File: src/spi_pkg.sv
// Package for the slot interval profiler: op codes, command and payload types,
// the slot table size and the state encoding of the executor.
// No dependencies.
package spi_pkg;

    // Size of the slot table and the width of a slot index.
    localparam int SLOTS   = 8;
    localparam int SLOT_IW = (SLOTS > 1) ? $clog2(SLOTS) : 1;

    // Reset value of the late threshold register.
    localparam logic [15:0] LATE_THRESHOLD_RESET = 16'd40;

    // Input op codes.
    localparam logic [2:0] OP_START   = 3'd0;
    localparam logic [2:0] OP_END     = 3'd1;
    localparam logic [2:0] OP_READ    = 3'd2;
    localparam logic [2:0] OP_RDMAX   = 3'd3;
    localparam logic [2:0] OP_PERIOD  = 3'd4;
    localparam logic [2:0] OP_LATE    = 3'd5;
    localparam logic [2:0] OP_REBASE  = 3'd6;

    // Payload of one input item.
    typedef struct packed {
        logic [2:0]  op;
        logic [2:0]  slot;
        logic [15:0] timer_now;
    } t_in_item;

    // Payload of one result item.
    typedef struct packed {
        logic [15:0] interval;
        logic [31:0] late_total;
    } t_out_item;

    // Classified command kinds passed from the front end to the executor.
    typedef enum logic [2:0] {
        K_START,
        K_END,
        K_READ,
        K_RDMAX,
        K_PERIOD,
        K_LATE,
        K_REBASE
    } t_kind;

    typedef struct packed {
        t_kind              kind;
        logic [SLOT_IW-1:0] slot;
        logic [15:0]        timer_now;
    } t_cmd;

    // Status of the command queue.
    typedef struct packed {
        logic full;
        logic empty;
    } t_q_stat;

    // Status of the executor.
    typedef struct packed {
        logic rebasing;
        logic exec;
    } t_back_stat;

    // Executor states.
    typedef enum logic [1:0] {
        ST_RUN    = 2'b01,
        ST_REBASE = 2'b10
    } t_state;

endpackage

File: src/slot_interval_profiler.sv
// Slot interval profiler. Items enter through a queue-style port (push/full)
// and results leave through another (empty/pop). Each item passes a registered
// classifying front end and a two-entry command queue, then the executor
// carries out one command per cycle as a read-modify-write of the addressed
// slot, so sustained throughput is one item per cycle while no rebase runs and
// the result register is free. A rebase walks the slot table one slot per
// cycle through the executor's single table port and holds the executor until
// the walk ends. Start, end and rebase items and items with an unused op or an
// absent slot give no result.
// Depends on spi_pkg, spi_front, spi_cmd_queue and spi_exec.
module slot_interval_profiler (
    input  logic               i_clk,
    input  logic               i_rst_n,
    input  logic               push,
    output logic               full,
    input  spi_pkg::t_in_item  i_in_item,
    output logic               empty,
    input  logic               pop,
    output spi_pkg::t_out_item o_out_item,
    input  logic               i_cfg_we,
    input  logic [15:0]        i_cfg_wdata
);
    import spi_pkg::*;

    logic        r_late_threshold;
    logic [15:0] r_threshold;
    logic        q_push;
    logic        q_pop;
    t_cmd        front_cmd;
    t_cmd        q_cmd;
    t_q_stat     q_stat;
    t_back_stat  back_stat;

    // Late threshold register.
    always_ff @(posedge i_clk) begin
        if (!i_rst_n) begin
            r_threshold <= LATE_THRESHOLD_RESET;
        end else if (i_cfg_we) begin
            r_threshold <= i_cfg_wdata;
        end
    end

    // Marks that the threshold has been written since reset.
    always_ff @(posedge i_clk) begin
        if (!i_rst_n) begin
            r_late_threshold <= 1'b0;
        end else if (i_cfg_we) begin
            r_late_threshold <= 1'b1;
        end
    end

    spi_front u_front (
        .i_clk     (i_clk),
        .i_rst_n   (i_rst_n),
        .push      (push),
        .full      (full),
        .i_in_item (i_in_item),
        .i_q_stat  (q_stat),
        .o_q_push  (q_push),
        .o_cmd     (front_cmd)
    );

    spi_cmd_queue u_queue (
        .i_clk   (i_clk),
        .i_rst_n (i_rst_n),
        .i_push  (q_push),
        .i_cmd   (front_cmd),
        .i_pop   (q_pop),
        .o_cmd   (q_cmd),
        .o_stat  (q_stat)
    );

    spi_exec u_exec (
        .i_clk       (i_clk),
        .i_rst_n     (i_rst_n),
        .i_cmd       (q_cmd),
        .i_q_stat    (q_stat),
        .o_q_pop     (q_pop),
        .i_threshold (r_threshold),
        .pop         (pop),
        .empty       (empty),
        .o_out_item  (o_out_item),
        .o_stat      (back_stat)
    );

`ifndef NO_ASSERTIONS
    // The front end never pushes into a full queue.
    a_no_overflow: assert property (@(posedge i_clk) disable iff (!i_rst_n)
        !(q_push && q_stat.full))
        else $error("command queue overflow");

    // The executor never takes a command from an empty queue.
    a_no_underflow: assert property (@(posedge i_clk) disable iff (!i_rst_n)
        !(q_pop && q_stat.empty))
        else $error("command queue underflow");

    // No command is taken while a rebase is walking the table.
    a_rebase_holds: assert property (@(posedge i_clk) disable iff (!i_rst_n)
        back_stat.rebasing |-> !back_stat.exec)
        else $error("command executed during rebase");

    // A threshold write lands in the register on the next edge.
    a_cfg_write: assert property (@(posedge i_clk) disable iff (!i_rst_n)
        i_cfg_we |=> (r_late_threshold && (r_threshold == $past(i_cfg_wdata))))
        else $error("threshold write lost");
`endif

endmodule

File: src/spi_front.sv
// Front end of the slot interval profiler: accepts items, drops the ones
// that do nothing and classifies the rest into commands.
// Depends on spi_pkg.
module spi_front (
    input  logic              i_clk,
    input  logic              i_rst_n,
    input  logic              push,
    output logic              full,
    input  spi_pkg::t_in_item i_in_item,
    input  spi_pkg::t_q_stat  i_q_stat,
    output logic              o_q_push,
    output spi_pkg::t_cmd     o_cmd
);
    import spi_pkg::*;

    logic  r_valid;
    t_cmd  r_cmd;
    logic  n_keep;
    t_kind n_kind;
    logic  slot_ok;
    logic  accept;

    // The holding register drains into the queue whenever the queue has room.
    assign o_q_push = r_valid && !i_q_stat.full;
    assign full     = r_valid && i_q_stat.full;
    assign accept   = push && !full;
    assign o_cmd    = r_cmd;

    // Slot ops address a slot that must exist in the table.
    assign slot_ok = 32'(i_in_item.slot) < 32'(SLOTS);

    // Classify the op; the unused code and slots off the table are dropped.
    always_comb begin
        n_kind = K_START;
        n_keep = 1'b0;
        unique case (i_in_item.op)
            OP_START: begin
                n_kind = K_START;
                n_keep = slot_ok;
            end
            OP_END: begin
                n_kind = K_END;
                n_keep = slot_ok;
            end
            OP_READ: begin
                n_kind = K_READ;
                n_keep = slot_ok;
            end
            OP_RDMAX: begin
                n_kind = K_RDMAX;
                n_keep = slot_ok;
            end
            OP_PERIOD: begin
                n_kind = K_PERIOD;
                n_keep = slot_ok;
            end
            OP_LATE: begin
                n_kind = K_LATE;
                n_keep = 1'b1;
            end
            OP_REBASE: begin
                n_kind = K_REBASE;
                n_keep = 1'b1;
            end
            default: begin
                n_kind = K_START;
                n_keep = 1'b0;
            end
        endcase
    end

    // Valid flag of the holding register.
    always_ff @(posedge i_clk) begin
        if (!i_rst_n) begin
            r_valid <= 1'b0;
        end else if (accept) begin
            r_valid <= n_keep;
        end else if (o_q_push) begin
            r_valid <= 1'b0;
        end
    end

    // Command payload.
    always_ff @(posedge i_clk) begin
        if (accept) begin
            r_cmd.kind      <= n_kind;
            r_cmd.slot      <= SLOT_IW'(i_in_item.slot);
            r_cmd.timer_now <= i_in_item.timer_now;
        end
    end

endmodule

File: src/spi_cmd_queue.sv
// Two-entry command queue between the front end and the executor.
// Depends on spi_pkg.
module spi_cmd_queue (
    input  logic             i_clk,
    input  logic             i_rst_n,
    input  logic             i_push,
    input  spi_pkg::t_cmd    i_cmd,
    input  logic             i_pop,
    output spi_pkg::t_cmd    o_cmd,
    output spi_pkg::t_q_stat o_stat
);
    import spi_pkg::*;

    t_cmd       r_mem [2];
    logic       r_wr_ptr;
    logic       r_rd_ptr;
    logic [1:0] r_count;
    logic       do_push;
    logic       do_pop;

    assign o_stat.full  = (r_count == 2'd2);
    assign o_stat.empty = (r_count == 2'd0);
    assign do_push      = i_push && !o_stat.full;
    assign do_pop       = i_pop && !o_stat.empty;
    assign o_cmd        = r_mem[r_rd_ptr];

    // Pointers and fill count.
    always_ff @(posedge i_clk) begin
        if (!i_rst_n) begin
            r_wr_ptr <= 1'b0;
            r_rd_ptr <= 1'b0;
            r_count  <= 2'd0;
        end else begin
            if (do_push) begin
                r_wr_ptr <= ~r_wr_ptr;
            end
            if (do_pop) begin
                r_rd_ptr <= ~r_rd_ptr;
            end
            r_count <= r_count + {1'b0, do_push} - {1'b0, do_pop};
        end
    end

    // Entry storage.
    always_ff @(posedge i_clk) begin
        if (do_push) begin
            r_mem[r_wr_ptr] <= i_cmd;
        end
    end

endmodule

File: src/spi_exec.sv
// Executor of the slot interval profiler: holds the slot table and the late
// counter, carries out commands and keeps the result register.
// Depends on spi_pkg.
module spi_exec (
    input  logic                i_clk,
    input  logic                i_rst_n,
    input  spi_pkg::t_cmd       i_cmd,
    input  spi_pkg::t_q_stat    i_q_stat,
    output logic                o_q_pop,
    input  logic [15:0]         i_threshold,
    input  logic                pop,
    output logic                empty,
    output spi_pkg::t_out_item  o_out_item,
    output spi_pkg::t_back_stat o_stat
);
    import spi_pkg::*;

    logic [15:0]        r_start [SLOTS];
    logic [15:0]        r_end   [SLOTS];
    logic [15:0]        r_max   [SLOTS];
    logic [31:0]        r_late_cnt;
    t_state             r_state;
    logic [SLOT_IW-1:0] r_walk;
    logic [15:0]        r_rebase_val;
    logic               r_out_valid;
    t_out_item          r_out;

    logic [SLOT_IW-1:0] idx;
    logic [15:0]        cur_start;
    logic [15:0]        cur_end;
    logic [15:0]        cur_max;
    logic               has_result;
    logic               out_free;
    logic               go;
    logic [15:0]        n_start;
    logic [15:0]        n_end;
    logic [15:0]        n_max;
    logic [15:0]        diff;
    logic [15:0]        diff_base;
    logic               late_hit;
    t_out_item          n_out;

    // One table address per cycle: the walk index while rebasing, else the slot.
    assign idx       = (r_state == ST_REBASE) ? r_walk : i_cmd.slot;
    assign cur_start = r_start[idx];
    assign cur_end   = r_end[idx];
    assign cur_max   = r_max[idx];

    assign has_result = (i_cmd.kind == K_READ) || (i_cmd.kind == K_RDMAX) ||
                        (i_cmd.kind == K_PERIOD) || (i_cmd.kind == K_LATE);
    assign out_free   = !r_out_valid || pop;
    assign go         = (r_state == ST_RUN) && !i_q_stat.empty &&
                        (!has_result || out_free);
    assign o_q_pop    = go;

    assign empty       = !r_out_valid;
    assign o_out_item  = r_out;
    assign o_stat.rebasing = (r_state == ST_REBASE);
    assign o_stat.exec     = go;

    // The end and period ops measure from the start stamp or the old end stamp.
    assign diff_base = (i_cmd.kind == K_PERIOD) ? cur_end : cur_start;
    assign diff      = i_cmd.timer_now - diff_base;
    assign late_hit  = (i_cmd.kind == K_PERIOD) && (diff >= i_threshold);

    // Next values of the addressed slot and the result of the command.
    always_comb begin
        n_start = cur_start;
        n_end   = cur_end;
        n_max   = cur_max;
        n_out   = '0;
        unique case (i_cmd.kind)
            K_START: begin
                n_start = i_cmd.timer_now;
            end
            K_END: begin
                n_end = i_cmd.timer_now;
                n_max = (diff > cur_max) ? diff : cur_max;
            end
            K_READ: begin
                n_out.interval = cur_end - cur_start;
            end
            K_RDMAX: begin
                n_out.interval = cur_max;
                n_max          = '0;
            end
            K_PERIOD: begin
                n_start        = cur_end;
                n_end          = i_cmd.timer_now;
                n_max          = (diff > cur_max) ? diff : cur_max;
                n_out.interval = diff;
            end
            K_LATE: begin
                n_out.late_total = r_late_cnt;
            end
            K_REBASE: begin
                n_out = '0;
            end
            default: begin
                n_out = '0;
            end
        endcase
    end

    // Sequencer: ordinary commands run in the run state, rebase walks the table.
    always_ff @(posedge i_clk) begin
        if (!i_rst_n) begin
            r_state <= ST_RUN;
            r_walk  <= '0;
        end else begin
            unique case (r_state)
                ST_RUN: begin
                    if (go && (i_cmd.kind == K_REBASE)) begin
                        r_state <= ST_REBASE;
                        r_walk  <= '0;
                    end
                end
                ST_REBASE: begin
                    if (r_walk == SLOT_IW'(SLOTS - 1)) begin
                        r_state <= ST_RUN;
                    end
                    r_walk <= r_walk + 1'b1;
                end
                default: begin
                    r_state <= ST_RUN;
                end
            endcase
        end
    end

    // Amount subtracted during a rebase.
    always_ff @(posedge i_clk) begin
        if (go && (i_cmd.kind == K_REBASE)) begin
            r_rebase_val <= i_cmd.timer_now;
        end
    end

    // Slot table and late counter.
    always_ff @(posedge i_clk) begin
        if (!i_rst_n) begin
            for (int i = 0; i < SLOTS; i++) begin
                r_start[i] <= '0;
                r_end[i]   <= '0;
                r_max[i]   <= '0;
            end
            r_late_cnt <= '0;
        end else if (r_state == ST_REBASE) begin
            r_start[idx] <= cur_start - r_rebase_val;
        end else if (go) begin
            r_start[idx] <= n_start;
            r_end[idx]   <= n_end;
            r_max[idx]   <= n_max;
            if (i_cmd.kind == K_LATE) begin
                r_late_cnt <= '0;
            end else if (late_hit) begin
                r_late_cnt <= r_late_cnt + 32'd1;
            end
        end
    end

    // Result register valid flag.
    always_ff @(posedge i_clk) begin
        if (!i_rst_n) begin
            r_out_valid <= 1'b0;
        end else if (go && has_result) begin
            r_out_valid <= 1'b1;
        end else if (pop) begin
            r_out_valid <= 1'b0;
        end
    end

    // Result payload.
    always_ff @(posedge i_clk) begin
        if (go && has_result) begin
            r_out <= n_out;
        end
    end

endmodule
File: config.mk
export PLATFORM = sky130hd
export DESIGN_NAME = slot_interval_profiler
export DESIGN_NICKNAME = d
export VERILOG_FILES = /design/src/spi_pkg.sv /design/src/slot_interval_profiler.sv /design/src/spi_front.sv /design/src/spi_cmd_queue.sv /design/src/spi_exec.sv
export SDC_FILE = /design/constraint.sdc
export NUM_CORES = 1
export LEC_CHECK = 0
export ABC_CLOCK_PERIOD_IN_PS = 9200
export BUFFER_PORTS_ARGS = -buffer_cell sky130_fd_sc_hd__buf_2
export CORE_MARGIN = 2
export CORE_UTILIZATION = 45
export DETAILED_ROUTE_END_ITERATION = 8
export PLACE_DENSITY_LB_ADDON = 0.08
export SETUP_SLACK_MARGIN = 0.3
export SLEW_MARGIN = 20
export SYNTH_ARGS = -nofsm -noshare
export SYNTH_HDL_FRONTEND = slang
export SYNTH_SLANG_ARGS = --single-unit
File: constraint.sdc
create_clock -name i_clk -period 9.2 [get_ports i_clk]
set_input_delay 0.46 -clock i_clk [delete_from_list [all_inputs] [get_ports i_clk]]
set_output_delay 0.46 -clock i_clk [all_outputs]
set_load 0.005 [all_outputs]
==> impl_metrics.csv <==
group,metric,value,unit
layout,fin_area,32100,um2
detailed_routing,vias,20100,
sta,period_needed,8.05,ns
layout,area_growth,14.3,%
layout,final_util,52.0,%
layout,num-nets-final,2625,
power,powerDensity,359,nW/um2
yosys,ys_seq_area_share,59.3,%
placement,post-dp-hpwl,59000,um
critical_path,crit_required,9.54,ns
critical_path,reg2reg_setup_slack,1.15,ns
critical_path,end_kind,"register",
critical_path,critPathTopFamily,"compound AO/OA/AOI/OAI gates",
clocking,cts_setup_buffers,0,
floorplan,die_w,254,um
power,leakagePower,12.0,nW
yosys,synth_edf_count,514,
floorplan,die_h,254,um
sta,report.final.slew_viol_count,0,
critical_path,worstSetupPathType,"reg2reg",
yosys,synth_nets,2486,
sta,slew_headroom,16.8,%
detailed_routing,routed_wl,89300,um
detailed_routing,ant_nets,0,
clocking,htree_levels,2,
grt,track_usage,27.9,%
sta,fin_crit_sh,87.5,%
yosys,avgSynthCellArea,11.9,um2
sta,clock_skew,0.0173,ns
placement,dp_cells,3253,
sta,setup_viol,0,
critical_path,startpoint_type,"register",
power,irDropWorstVdd,0.231,mV
floorplan,fp-row-count,91,
grt,grt_max_degree,40,
placement,port_buffers,92,
clocking,cts_buffers,61,
grt,first_global_vias,19800,
yosys,synth_seq_cells,574,
clocking,cts_resized,0,
placement,place_congestion,1.05,
flow_run,maxCapViolations,0,
min_path,hold_end,"u_front.o_cmd[12]",
layout,finalNonFillerCells,3387,
critical_path,slowest_delay,1.07,ns
grt,antenna_found_initial,1,
critical_path,critPathMaxFanout,31,
grt,grt_pass1_wl,131000,um
layout,antennaDiodeCount,0,
floorplan,core_area,61700,um2
yosys,synthCells,2358,
layout,multi_input_area,10600,um2
yosys,synthDistinctLibCells,85,
clocking,insertion_delay,0.63,ns
grt,gr-total-overflow,0,
min_path,min_path_cells,1,
yosys,yosys_warnings,0,
sta,worst_pin_slew,1.24,ns
critical_path,reg2reg_to,"u_exec.r_max[4][6]",
detailed_routing,drcViolationCount,0,
min_path,worstHoldStart,"i_in_item[12]",
clocking,cts_tree,"yes",
critical_path,worstRegToRegCells,25,
yosys,synth-async-reset-ratio,0,%
detailed_routing,drt_iter0_markers,1814,
layout,fill_cells,5498,
yosys,synthFlopType,"edfxtp_1",
critical_path,crit_slowest_cell,"nor2_1",
sta,timing.hold.ws,0.0293,ns
sta,max_freq,0.124,GHz
floorplan,start_util,45.5,%
floorplan,dieArea,64400,um2
detailed_routing,drtPass1Iterations,6,
detailed_routing,viasPerCell,5.93,
sta,final_hold_viol_count,0,
clocking,holdBufCountCts,17,
min_path,hold_path.class,"in2reg",
sta,setup_tns,0,ns
floorplan,io-pin-count,93,
clocking,root_buffer,"clkbuf_16",
critical_path,cp_common_cell,"nor2_1",
layout,drive_gt1_share,16.9,%
placement,placed_cell_area,29700,um2
clocking,clkTransAtPathRegs,0.06,ns
detailed_routing,wire_per_inst,26.4,um
critical_path,worstPathArrival,8.39,ns
layout,regArea,16600,um2
clocking,cts_max_path_buffers,3,
yosys,synth_area,28100,um2
clocking,clock-sinks,574,
sta,rsz0062_at_grt,"no",
critical_path,cp_num_buf_inv,3,
outcome,status,"completed",
-- placed cells by master (no fill, tap or decap), types with 13 or more instances in the layout --
cell type and count:
a21oi_1 73, mux2_2 45, inv_1 97, mux2i_1 66
nand3_1 32, nand4_1 13, clkinv_2 13, mux4_2 48
nand2_1 145, xor2_1 15, a211oi_1 28, a221oi_1 25
dfxtp_1 60, edfxtp_1 514, nor2b_1 21, nor3_1 35
or4_1 18, buf_2 93, clkbuf_16 63, dlygate4sd3_1 17
and2_1 38, a21o_1 22, nor2_1 469, o22ai_1 17
o211ai_1 31, o21a_1 17, ha_1 82, or3_1 13
buf_4 82, xnor2_1 23, o21ai_0 65
-- worst max path at each step --
stage | start | endpoint | slack [ns] | depth (start not counted)
6_report | register | u_exec.r_max[4][6] | 1.15 | 25
3_3_place_gp | register | u_exec.r_max[7][6] | 1.56 | 25
2_1_floorplan | register | u_exec.r_max[0][14] | 2.66 | 27
5_1_grt | register | u_exec.r_max[6][6] | 0.74 | 25
3_5_place_dp | register | u_exec.r_max[4][6] | 1.40 | 25
4_1_cts | register | u_exec.r_max[5][9] | 1.36 | 25
-- report_power, final --
part / internal, mW / switching [mW] / leakage, nW
logic: 1.82 / 3.80 / 5.24
clock network: 1.59 / 1.04 / 1.05
registers: 3.17 / 0.0829 / 5.68
total: 6.58 / 4.92 / 12.0
-- stage by stage --
| stage | total power, mW | setup slack [ns] |
|---|---|---|
| after global routing | 12.1 | 0.744 |
| final | 11.5 | 1.15 |
| after detailed placement | 8.79 | 1.40 |
| after floorplan | 6.81 | 2.66 |
| after global placement | 8.72 | 1.56 |
| after CTS | 11.4 | 1.36 |
-- per-layer routing --
| metal | wire (um) | up-vias | GRT usage, % |
|---|---|---|---|
| li1 | - | 9042 | - |
| met1 | 36400 | 10100 | 37.0 |
| met2 | 42600 | 814 | 46.1 |
| met3 | 6450 | 169 | 4.18 |
| met4 | 3800 | 2 | 11.3 |
| met5 | 13 | - | 0 |
-- logic make-up after synthesis --
group / count (synthesis) / share of synthesized area, %
DFF: 574 / 59.3
xor gates and xnor gates: 38 / 1.19
buffers and inverters: 214 / 3.25
adders and majority gates: 85 / 3.87
muxes: 161 / 8.14
AOI/OAI and AO/OA: 432 / 11.0
and+or+nand+nor: 854 / 13.3
-- state kept, by name, summed over array words and instances, names as in the netlist, named ones only --
register	flops
u_exec.r_end	128
u_exec.r_max	128
u_exec.r_start	128
u_exec.o_out_item	48
u_queue.r_mem	44
u_exec.r_late_cnt	32
u_front.o_cmd	22
r_threshold	16
u_exec.r_rebase_val	16
u_exec.r_walk	3
u_exec.r_state	2
u_queue.r_count	2
u_exec.r_out_valid	1
u_front.r_valid	1
u_queue.r_rd_ptr	1
u_queue.r_wr_ptr	1
-- synth_stat cells (13+ instances only) --
cell type	n	area [um2]
o22ai_1	17	106
mux4_2	48	1080
o211ai_1	31	233
inv_1	97	364
nand2_1	153	574
a21o_1	22	165
a211oi_1	28	210
nand4_1	13	81.3
nor2_1	472	1770
ha_1	82	1030
clkbuf_1	66	248
a221oi_1	25	219
o21ai_0	65	325
mux2_2	45	507
xor2_1	15	131
dfxtp_1	60	1200
a21oi_1	74	370
nor3_1	35	175
mux2i_1	66	661
and2_1	39	244
or4_1	18	135
xnor2_1	23	201
edfxtp_1	514	15400
nor2b_1	21	131
nand3_1	37	185
or3_1	13	81.3
o21a_1	18	135
buf_2	28	140
-- cell type report --
type                    count  share of cell area [%]
clock buffers              72                    5.05
clock inverters            44                    1.65
inverters                  98                    1.15
multi-input cells        1570                    33.1
flip-flops and latches    574                    51.9
well taps                 837                    3.26
repair buffers            192                    3.90
(Power assumes the default switching activity.)
